--- config.mk ---
export PLATFORM = sky130hd
export DESIGN_NAME = reticle_sprite_pixel_generator_unit
export DESIGN_NICKNAME = d
export VERILOG_FILES = /design/src/rspg_pkg.sv /design/src/reticle_sprite_pixel_generator_unit.sv /design/src/rspg_isqrt.sv
export SDC_FILE = /design/constraint.sdc
export NUM_CORES = 1
export LEC_CHECK = 0
export BUFFER_PORTS_ARGS = -buffer_cell sky130_fd_sc_hd__buf_2
export CAP_MARGIN = 10
export CORE_MARGIN = 2
export CORE_UTILIZATION = 60
export DETAILED_ROUTE_END_ITERATION = 7
export GPL_TIMING_DRIVEN = 0
export PLACE_DENSITY = 0.85
export SLEW_MARGIN = 10
export SYNTH_ARGS = -nofsm -noshare
export SYNTH_HDL_FRONTEND = slang
export SYNTH_SLANG_ARGS = --single-unit
--- constraint.sdc ---
create_clock -name i_clk -period 12.7 [get_ports i_clk]
set_input_delay 2.54 -clock i_clk [delete_from_list [all_inputs] [get_ports i_clk]]
set_output_delay 2.54 -clock i_clk [all_outputs]
set_load 0.02 [all_outputs]
--- src/rspg_pkg.sv ---
`timescale 1ns / 1ps

package rspg_pkg;

    // default sprite edge in pixels
    localparam int SPRITE_SIZE_DEF = 64;

    // root bits resolved per square root stage
    localparam int SQRT_STEPS = 4;

    // squared radius is scaled by 2^14 so the root carries 8 fraction bits
    localparam int SQRT_SHIFT = 14;

    // coverage is a fraction with 8 fraction bits, 0 .. 1.0
    localparam int COV_W = 9;
    localparam logic [COV_W-1:0] COV_ONE = 9'd256;
    localparam int TINT_W = 8;
    localparam logic [TINT_W-1:0] TINT_WHITE = 8'd255;

    // geometry in distance units with 8 fraction bits
    localparam int RING_RADIUS    = 6656;
    localparam int OUTLINE_RADIUS = 7424;
    localparam int RING_HALF      = 768;
    localparam int DOT_EDGE       = 640;
    localparam int OUTLINE_HALF   = 384;

    // outline strength 0.6 as (x * 3 + 2) / 5, divide by reciprocal
    localparam int OUTLINE_MUL   = 3;
    localparam int OUTLINE_ROUND = 2;
    localparam int RECIP_FIVE    = 205;
    localparam int RECIP_SHIFT   = 10;

    // configuration register indexes
    typedef enum logic [1:0] {
        CFG_TINT_RED   = 2'd0,
        CFG_TINT_GREEN = 2'd1,
        CFG_TINT_BLUE  = 2'd2,
        CFG_BLUE_FIRST = 2'd3
    } t_cfg_idx;

    // premultiplied byte: (tint * cov + 128) >> 8
    function automatic logic [TINT_W-1:0] colour_byte(input logic [TINT_W-1:0] tint,
                                                      input logic [COV_W-1:0] cov);
        logic [15:0] prod;
        prod = 16'(tint) * 16'(cov) + 16'd128;
        return prod[15:8];
    endfunction

endpackage

--- src/reticle_sprite_pixel_generator_unit.sv ---
`timescale 1ns / 1ps

// Reticle sprite pixel generator: give it a pixel coordinate of the square sprite and it
// returns the four premultiplied bytes of a tinted feathered ring with a white centre dot and
// a dark outline band. One pixel is taken every clock and results leave in the same order;
// the pipelined square root resolves four distance bits per stage, for a root of
// clog2(SPRITE_SIZE) + 9 bits. Either side may stall at any time without loss. Tint and byte
// order registers are written through the cfg port; the user must write them only while no
// pixel is in flight, as the block itself does not enforce this.
module reticle_sprite_pixel_generator_unit import rspg_pkg::*; #(
    parameter int SPRITE_SIZE = SPRITE_SIZE_DEF
) (
    input  logic                     i_clk,
    input  logic                     i_rst_n,
    // pixel_x, pixel_y, zero padding
    input  logic [((2*$clog2(SPRITE_SIZE)+7)/8)*8-1:0] i_s_axis_tdata,
    input  logic                     i_s_axis_tvalid,
    output logic                     o_s_axis_tready,
    // out_byte_0, out_byte_1, out_byte_2, out_byte_3
    output logic [31:0]              o_m_axis_tdata,
    output logic                     o_m_axis_tvalid,
    input  logic                     i_m_axis_tready,
    input  logic                     i_cfg_we,
    input  logic [1:0]               i_cfg_index,
    input  logic [7:0]               i_cfg_data
);

    localparam int PW     = $clog2(SPRITE_SIZE);
    localparam int AW     = PW + 1;
    localparam int SQW    = 2 * AW + 1;
    localparam int RAD_W  = SQW + SQRT_SHIFT + 1;
    localparam int ROOT_W = RAD_W / 2;
    localparam int OPW    = COV_W + RECIP_SHIFT;
    localparam logic [AW-1:0] CENTRE2 = AW'(SPRITE_SIZE - 1);

    // configuration registers
    logic [TINT_W-1:0] r_tint_red, r_tint_green, r_tint_blue;
    logic              r_blue_first;

    always_ff @(posedge i_clk) begin
        if (!i_rst_n) begin
            r_tint_red   <= TINT_WHITE;
            r_tint_green <= TINT_WHITE;
            r_tint_blue  <= TINT_WHITE;
            r_blue_first <= 1'b0;
        end else if (i_cfg_we) begin
            case (t_cfg_idx'(i_cfg_index))
                CFG_TINT_RED:   r_tint_red   <= i_cfg_data;
                CFG_TINT_GREEN: r_tint_green <= i_cfg_data;
                CFG_TINT_BLUE:  r_tint_blue  <= i_cfg_data;
                CFG_BLUE_FIRST: r_blue_first <= i_cfg_data[0];
                default: ;
            endcase
        end
    end

    // stage ready chain
    logic sq_rdy, sqrt_in_rdy, sqrt_vld, c_rdy_c, c_rdy_d, c_rdy_o;
    logic r_sq_vld, r_c_vld, r_d_vld, r_o_vld;

    assign c_rdy_o = !r_o_vld || i_m_axis_tready;
    assign c_rdy_d = !r_d_vld || c_rdy_o;
    assign c_rdy_c = !r_c_vld || c_rdy_d;
    assign sq_rdy  = !r_sq_vld || sqrt_in_rdy;
    assign o_s_axis_tready = sq_rdy;

    // squared distance from the centre, in half pixels
    logic [PW-1:0]     c_px, c_py;
    logic [AW-1:0]     c_x2, c_y2, c_dx, c_dy;
    logic [2*AW-1:0]   c_dxx, c_dyy;
    logic [SQW-1:0]    n_sq, r_sq;

    assign c_px  = i_s_axis_tdata[PW-1:0];
    assign c_py  = i_s_axis_tdata[2*PW-1:PW];
    assign c_x2  = {c_px, 1'b0};
    assign c_y2  = {c_py, 1'b0};
    assign c_dx  = (c_x2 >= CENTRE2) ? c_x2 - CENTRE2 : CENTRE2 - c_x2;
    assign c_dy  = (c_y2 >= CENTRE2) ? c_y2 - CENTRE2 : CENTRE2 - c_y2;
    assign c_dxx = c_dx * c_dx;
    assign c_dyy = c_dy * c_dy;
    assign n_sq  = {1'b0, c_dxx} + {1'b0, c_dyy};

    always_ff @(posedge i_clk) begin
        if (!i_rst_n) begin
            r_sq_vld <= 1'b0;
        end else if (sq_rdy) begin
            r_sq_vld <= i_s_axis_tvalid;
        end
        if (sq_rdy && i_s_axis_tvalid) begin
            r_sq <= n_sq;
        end
    end

    // distance with 8 fraction bits
    logic [ROOT_W-1:0] c_dist;

    rspg_isqrt #(
        .RAD_W (RAD_W),
        .STEPS (SQRT_STEPS)
    ) u_isqrt (
        .i_clk       (i_clk),
        .i_rst_n     (i_rst_n),
        .i_in_valid  (r_sq_vld),
        .o_in_ready  (sqrt_in_rdy),
        .i_radicand  ({1'b0, r_sq, {SQRT_SHIFT{1'b0}}}),
        .o_out_valid (sqrt_vld),
        .i_out_ready (c_rdy_c),
        .o_root      (c_dist)
    );

    // feathered ramp: edge minus distance, clamped to 0 .. 1.0
    function automatic logic [COV_W-1:0] ramp(input logic [ROOT_W-1:0] dist_q8,
                                              input logic [ROOT_W-1:0] edge_v);
        logic [ROOT_W-1:0] rest;
        rest = edge_v - dist_q8;
        if (dist_q8 >= edge_v) begin
            return '0;
        end else if (rest >= ROOT_W'(COV_ONE)) begin
            return COV_ONE;
        end else begin
            return rest[COV_W-1:0];
        end
    endfunction

    function automatic logic [ROOT_W-1:0] abs_diff(input logic [ROOT_W-1:0] a,
                                                   input logic [ROOT_W-1:0] b);
        return (a > b) ? a - b : b - a;
    endfunction

    // ring, dot and outline coverages
    logic [COV_W-1:0] r_c_ring, r_c_dot, r_c_oraw;

    always_ff @(posedge i_clk) begin
        if (!i_rst_n) begin
            r_c_vld <= 1'b0;
        end else if (c_rdy_c) begin
            r_c_vld <= sqrt_vld;
        end
        if (c_rdy_c && sqrt_vld) begin
            r_c_ring <= ramp(abs_diff(c_dist, ROOT_W'(RING_RADIUS)), ROOT_W'(RING_HALF));
            r_c_dot  <= ramp(c_dist, ROOT_W'(DOT_EDGE));
            r_c_oraw <= ramp(abs_diff(c_dist, ROOT_W'(OUTLINE_RADIUS)),
                             ROOT_W'(OUTLINE_HALF));
        end
    end

    // outline strength, then pick coverage and colour
    logic [COV_W:0]    c_onum;
    logic [OPW-1:0]    c_oprod;
    logic [COV_W-1:0]  c_outline, c_a;
    logic [COV_W-1:0]  n_d_cov, r_d_cov;
    logic [TINT_W-1:0] n_d_red, n_d_green, n_d_blue;
    logic [TINT_W-1:0] r_d_red, r_d_green, r_d_blue;

    assign c_onum    = (COV_W+1)'(r_c_oraw) * (COV_W+1)'(OUTLINE_MUL)
                     + (COV_W+1)'(OUTLINE_ROUND);
    assign c_oprod   = OPW'(c_onum) * OPW'(RECIP_FIVE);
    assign c_outline = c_oprod[RECIP_SHIFT +: COV_W];
    assign c_a       = (r_c_ring > r_c_dot) ? r_c_ring : r_c_dot;

    always_comb begin
        n_d_cov   = c_a;
        n_d_red   = r_tint_red;
        n_d_green = r_tint_green;
        n_d_blue  = r_tint_blue;
        if (c_a == '0) begin
            n_d_cov = '0;
        end else if (c_outline > c_a) begin
            n_d_cov   = c_outline;
            n_d_red   = '0;
            n_d_green = '0;
            n_d_blue  = '0;
        end else if (r_c_dot >= r_c_ring) begin
            n_d_red   = TINT_WHITE;
            n_d_green = TINT_WHITE;
            n_d_blue  = TINT_WHITE;
        end
    end

    always_ff @(posedge i_clk) begin
        if (!i_rst_n) begin
            r_d_vld <= 1'b0;
        end else if (c_rdy_d) begin
            r_d_vld <= r_c_vld;
        end
        if (c_rdy_d && r_c_vld) begin
            r_d_cov   <= n_d_cov;
            r_d_red   <= n_d_red;
            r_d_green <= n_d_green;
            r_d_blue  <= n_d_blue;
        end
    end

    // premultiply, order bytes, output register
    logic [TINT_W-1:0] c_red, c_green, c_blue, c_alpha;
    logic [31:0]       r_o_data;

    assign c_red   = colour_byte(r_d_red, r_d_cov);
    assign c_green = colour_byte(r_d_green, r_d_cov);
    assign c_blue  = colour_byte(r_d_blue, r_d_cov);
    assign c_alpha = colour_byte(TINT_WHITE, r_d_cov);

    always_ff @(posedge i_clk) begin
        if (!i_rst_n) begin
            r_o_vld <= 1'b0;
        end else if (c_rdy_o) begin
            r_o_vld <= r_d_vld;
        end
        if (c_rdy_o && r_d_vld) begin
            r_o_data <= r_blue_first ? {c_alpha, c_red, c_green, c_blue}
                                     : {c_alpha, c_blue, c_green, c_red};
        end
    end

    assign o_m_axis_tvalid = r_o_vld;
    assign o_m_axis_tdata  = r_o_data;

    // a beat taken at the input always lands in the first stage
    a_in_lands: assert property (@(posedge i_clk) disable iff (!i_rst_n)
        i_s_axis_tvalid && o_s_axis_tready |=> r_sq_vld)
        else $error("accepted beat lost at first stage");

    // selected coverage never exceeds 1.0
    a_cov_range: assert property (@(posedge i_clk) disable iff (!i_rst_n)
        r_d_vld |-> r_d_cov <= COV_ONE)
        else $error("coverage above one");

    // premultiplied colour never exceeds alpha
    a_premul: assert property (@(posedge i_clk) disable iff (!i_rst_n)
        o_m_axis_tvalid |-> (o_m_axis_tdata[7:0] <= o_m_axis_tdata[31:24])
                         && (o_m_axis_tdata[15:8] <= o_m_axis_tdata[31:24])
                         && (o_m_axis_tdata[23:16] <= o_m_axis_tdata[31:24]))
        else $error("colour byte above alpha");

    // transparent pixels carry no colour
    a_clear: assert property (@(posedge i_clk) disable iff (!i_rst_n)
        o_m_axis_tvalid && (o_m_axis_tdata[31:24] == 8'd0) |-> o_m_axis_tdata[23:0] == 24'd0)
        else $error("colour on transparent pixel");

endmodule

--- src/rspg_isqrt.sv ---
`timescale 1ns / 1ps

module rspg_isqrt import rspg_pkg::*; #(
    parameter int RAD_W = 30,
    parameter int STEPS = SQRT_STEPS
) (
    input  logic                 i_clk,
    input  logic                 i_rst_n,
    input  logic                 i_in_valid,
    output logic                 o_in_ready,
    input  logic [RAD_W-1:0]     i_radicand,
    output logic                 o_out_valid,
    input  logic                 i_out_ready,
    output logic [RAD_W/2-1:0]   o_root
);

    localparam int ROOT_W = RAD_W / 2;
    localparam int NST    = (ROOT_W + STEPS - 1) / STEPS;

    logic [RAD_W-1:0]  r_rad  [NST];
    logic [ROOT_W+1:0] r_rem  [NST];
    logic [ROOT_W-1:0] r_root [NST];
    logic [NST-1:0]    r_vld;
    logic [NST:0]      c_rdy;

    assign c_rdy[NST] = i_out_ready;

    for (genvar k = 0; k < NST; k++) begin : g_st
        logic [RAD_W-1:0]  c_rad_in;
        logic [ROOT_W+1:0] c_rem_in;
        logic [ROOT_W-1:0] c_root_in;
        logic              c_vld_in;
        logic [RAD_W-1:0]  n_rad;
        logic [ROOT_W+1:0] n_rem;
        logic [ROOT_W-1:0] n_root;

        // stage input from the port or the previous stage
        if (k == 0) begin : g_first
            assign c_rad_in  = i_radicand;
            assign c_rem_in  = '0;
            assign c_root_in = '0;
            assign c_vld_in  = i_in_valid;
        end else begin : g_next
            assign c_rad_in  = r_rad[k-1];
            assign c_rem_in  = r_rem[k-1];
            assign c_root_in = r_root[k-1];
            assign c_vld_in  = r_vld[k-1];
        end

        assign c_rdy[k] = !r_vld[k] || c_rdy[k+1];

        // up to STEPS digit-by-digit root steps, two radicand bits each
        always_comb begin
            logic [ROOT_W+1:0] trial;
            n_rad  = c_rad_in;
            n_rem  = c_rem_in;
            n_root = c_root_in;
            trial  = '0;
            for (int j = 0; j < STEPS; j++) begin
                if (k * STEPS + j < ROOT_W) begin
                    n_rem = {n_rem[ROOT_W-1:0], n_rad[RAD_W-1 -: 2]};
                    n_rad = {n_rad[RAD_W-3:0], 2'b00};
                    trial = {n_root, 2'b01};
                    if (n_rem >= trial) begin
                        n_rem  = n_rem - trial;
                        n_root = {n_root[ROOT_W-2:0], 1'b1};
                    end else begin
                        n_root = {n_root[ROOT_W-2:0], 1'b0};
                    end
                end
            end
        end

        // stage register
        always_ff @(posedge i_clk) begin
            if (!i_rst_n) begin
                r_vld[k] <= 1'b0;
            end else if (c_rdy[k]) begin
                r_vld[k] <= c_vld_in;
            end
            if (c_rdy[k] && c_vld_in) begin
                r_rad[k]  <= n_rad;
                r_rem[k]  <= n_rem;
                r_root[k] <= n_root;
            end
        end
    end

    assign o_in_ready  = c_rdy[0];
    assign o_out_valid = r_vld[NST-1];
    assign o_root      = r_root[NST-1];

endmodule
==> out/metrics.yaml <==
run_status:
  status: "finished clean"
synthesis:
  yosysSeqAreaShare: 0.2333
  mappedNetlistArea_mm2: 0.02742
  synth_area_per_cell_um2: 9.180
  netlist_top_cells_count: "inv_1, ha_1, nand2_1"
  synth-edff-count: 191
  synth_largest_area_cell: "edfxtp_1"
  synthTopCellsByArea: "edfxtp_1, ha_1, fa_1, inv_1, xnor2_1"
  synth.distinct_cells: 94
  async_flop_share: 0
  synth_most_common_cell: "inv_1"
  synth_fp_nets: 3612
  synth-main-ff-cell: "edfxtp_1"
  ys_seq_elements: 224
  ys_warn_count: 0
  synth_top_area_share: 0.2092
  netlist_instances: 2987
route:
  routedWlPerCell_um: 16.74
  vias: 21670
  drt_iter0_markers: 1671
  routed_wl_um: 61920
  drt_pass1_iterations: 6
  vias_per_cell: 5.858
  drc: 0
  ant_nets: 0
floorplan:
  die_height_um: 217.8
  core-area_mm2: 0.04528
  dieArea_mm2: 0.04743
  num_rows: 78
  initial_utilization: 0.6055
  num_io_pins: 65
  die_w_um: 217.8
timing:
  fin_tns_setup_ps: 0
  rsz0062_at_grt: "no"
  worstMarginPinSlew_ps: 1162
  finClkSkew_ps: 18.76
  worst_slack_ps: 1113
  final_hold_viol_count: 0
  fmax_ghz: 0.08630
  relSlewSlack: 0.2184
  min_period_ps: 11590
  finalCritPeriodShare: 0.9124
  report.final.slew_viol_count: 0
  holdWs_ps: 417.5
  finalSetupViolCount: 0
pwr:
  ir_drop_mv: 0.1264
  p_leak_nw: 13.59
  powerDensity_mw_per_mm2: 157.7
clocking:
  cts_buffers: 27
  clock_sinks: 224
  cts_tree: "done"
  cts_hold_buffers: 0
  root_buffer: "clkbuf_16"
  cts.clk_slew.worst_paths_ps: 60
  htree_levels: 1
  post-cts-setup-buffers: 0
  ctsResizeCount: 0
  clkLatencyLatePin_ps: 560
  clk_path_buf_depth: 3
critical_path:
  crit_type: "flip-flop to flip-flop"
  crit_path_start_kind: "flip-flop"
  slowest_delay_ps: 520
  endpoint_kind: "flip-flop"
  path_buf_inv: 8
  critPathArrivalTime_ps: 11890
  slowest_stage: "o21ai_0"
  crit_path_max_fanout: 10
  required_ps: 13000
  path_delay_family: "compound AO/OA/AOI/OAI gates"
grt:
  grt_antenna_before_repair: 0
  grt_pass1_wl_um: 104200
  grt_max_degree: 25
  grt_overflow: 0
  grt_pass1_vias: 22230
  grt_use_total: 0.2641
cells_and_area:
  fillCellCount: 3471
  num-nets-final: 3704
  area_delta_synth_final_pct: 7.652
  final_area_mm2: 0.02952
  final_layout_size_suffix_gt1_frac: 0.06518
  n_antenna_cell: 0
placement:
  io_buffers: 57
  place_congestion: 0.9298
  pre_cts_ws_ps: 1492
  place_area_mm2: 0.02860
  dp_hpwl_um: 49790
hold_path:
  min-delay-path-class: "flip-flop to flip-flop"
flow_run:
  cap_violations: 0
layout make-up:
| class | instances | area (µm²) | share of cell area |
|---|---|---|---|
| Buffer | 89 | 349.1 | 0.01183 |
| Clock buffer | 32 | 745.7 | 0.02526 |
| Clock inverter | 17 | 168.9 | 0.005722 |
| Inverter | 413 | 1551 | 0.05256 |
| Multi-Input combinational cell | 2261 | 19160 | 0.6491 |
| Sequential cell | 224 | 6396 | 0.2167 |
| Tap cell | 600 | 750.7 | 0.02543 |
| Timing Repair Buffer | 63 | 396.6 | 0.01344 |
report_power, final:
part	leakage (nW)	switching, W	total, W	internal [W]
Clock	0.459	0.000327	0.000793	0.000465
Sequential	2.02	0.0000554	0.00104	0.000988
Combinational	11.1	0.00159	0.00282	0.00123
kinds of logic (layout without fill, tap and decap cells):
logic type | after synthesis | in the layout | synth area share
buffers and inverters | 502 | 614 | 0.06931
muxes | 52 | 52 | 0.02113
xor gates and xnor gates | 186 | 186 | 0.05941
AOI/OAI and AO/OA | 541 | 541 | 0.1322
adders and majority gates | 594 | 594 | 0.3277
and+or+nand+nor | 888 | 888 | 0.1569
DFF | 224 | 224 | 0.2333
per-layer routing:
metal	global-route usage	vias up	routed length, µm
met3	0.02873	152	3399
met4	0.09955	0	2207
met1	0.3188	10460	24560
met5	0	-	0
met2	0.4834	704	31750
li1	-	10350	-
registers in the layout, indices dropped and copies added, names as in the netlist, named ones only:
| name | cells |
|---|---|
| u_isqrt.g_st.c_vld_in | 3 |
| r_c_ring | 9 |
| r_tint_red | 8 |
| u_isqrt.r_rad | 5 |
| r_tint_blue | 8 |
| r_sq | 12 |
| r_c_vld | 1 |
| r_d_blue | 8 |
| r_d_red | 8 |
| o_m_axis_tdata | 32 |
| r_c_oraw | 9 |
| r_d_cov | 9 |
| o_m_axis_tvalid | 1 |
| r_tint_green | 8 |
| r_d_vld | 1 |
| u_isqrt.o_out_valid | 1 |
| r_sq_vld | 1 |
| u_isqrt.r_rem | 43 |
| r_d_green | 8 |
| u_isqrt.r_root | 38 |
| r_c_dot | 9 |
| r_blue_first | 1 |
final timing paths:
check | start | end | slack, ps | cells past startpoint
setup reg to reg | u_isqrt.r_root[0][3] | u_isqrt.r_rem[1][8] | 1110 | 48
hold reg to reg | r_sq[4] | u_isqrt.r_rad[0][20] | 420 | 0
setup / recovery | u_isqrt.r_root[0][3] | u_isqrt.r_rem[1][8] | 1110 | 48
hold / removal | r_sq[4] | u_isqrt.r_rad[0][20] | 420 | 0
cells in the final DEF (no fill, tap or decap), types with 58 or more instances in the layout:
cell type  instances
nor2_1           196
fa_1             207
xnor2_1          128
o21ai_0           98
buf_2             60
and2_1           115
inv_1            408
nand2_1          274
xor2_1            58
edfxtp_1         191
o21a_1            76
nand3_1           64
clkbuf_1          82
a21oi_1          142
nor3_1            72
ha_1             387
through the flow:
stage	std cells	total power [W]	util
after global placement	3644	0.003678	0.6284
final	3699	0.004656	0.6519
after floorplan	2987	0.003265	-
after CTS	3699	0.004641	0.6518
after global routing	3699	0.005039	0.6519
after detailed placement	3650	0.003813	0.6316
(Power assumes the default switching activity.)
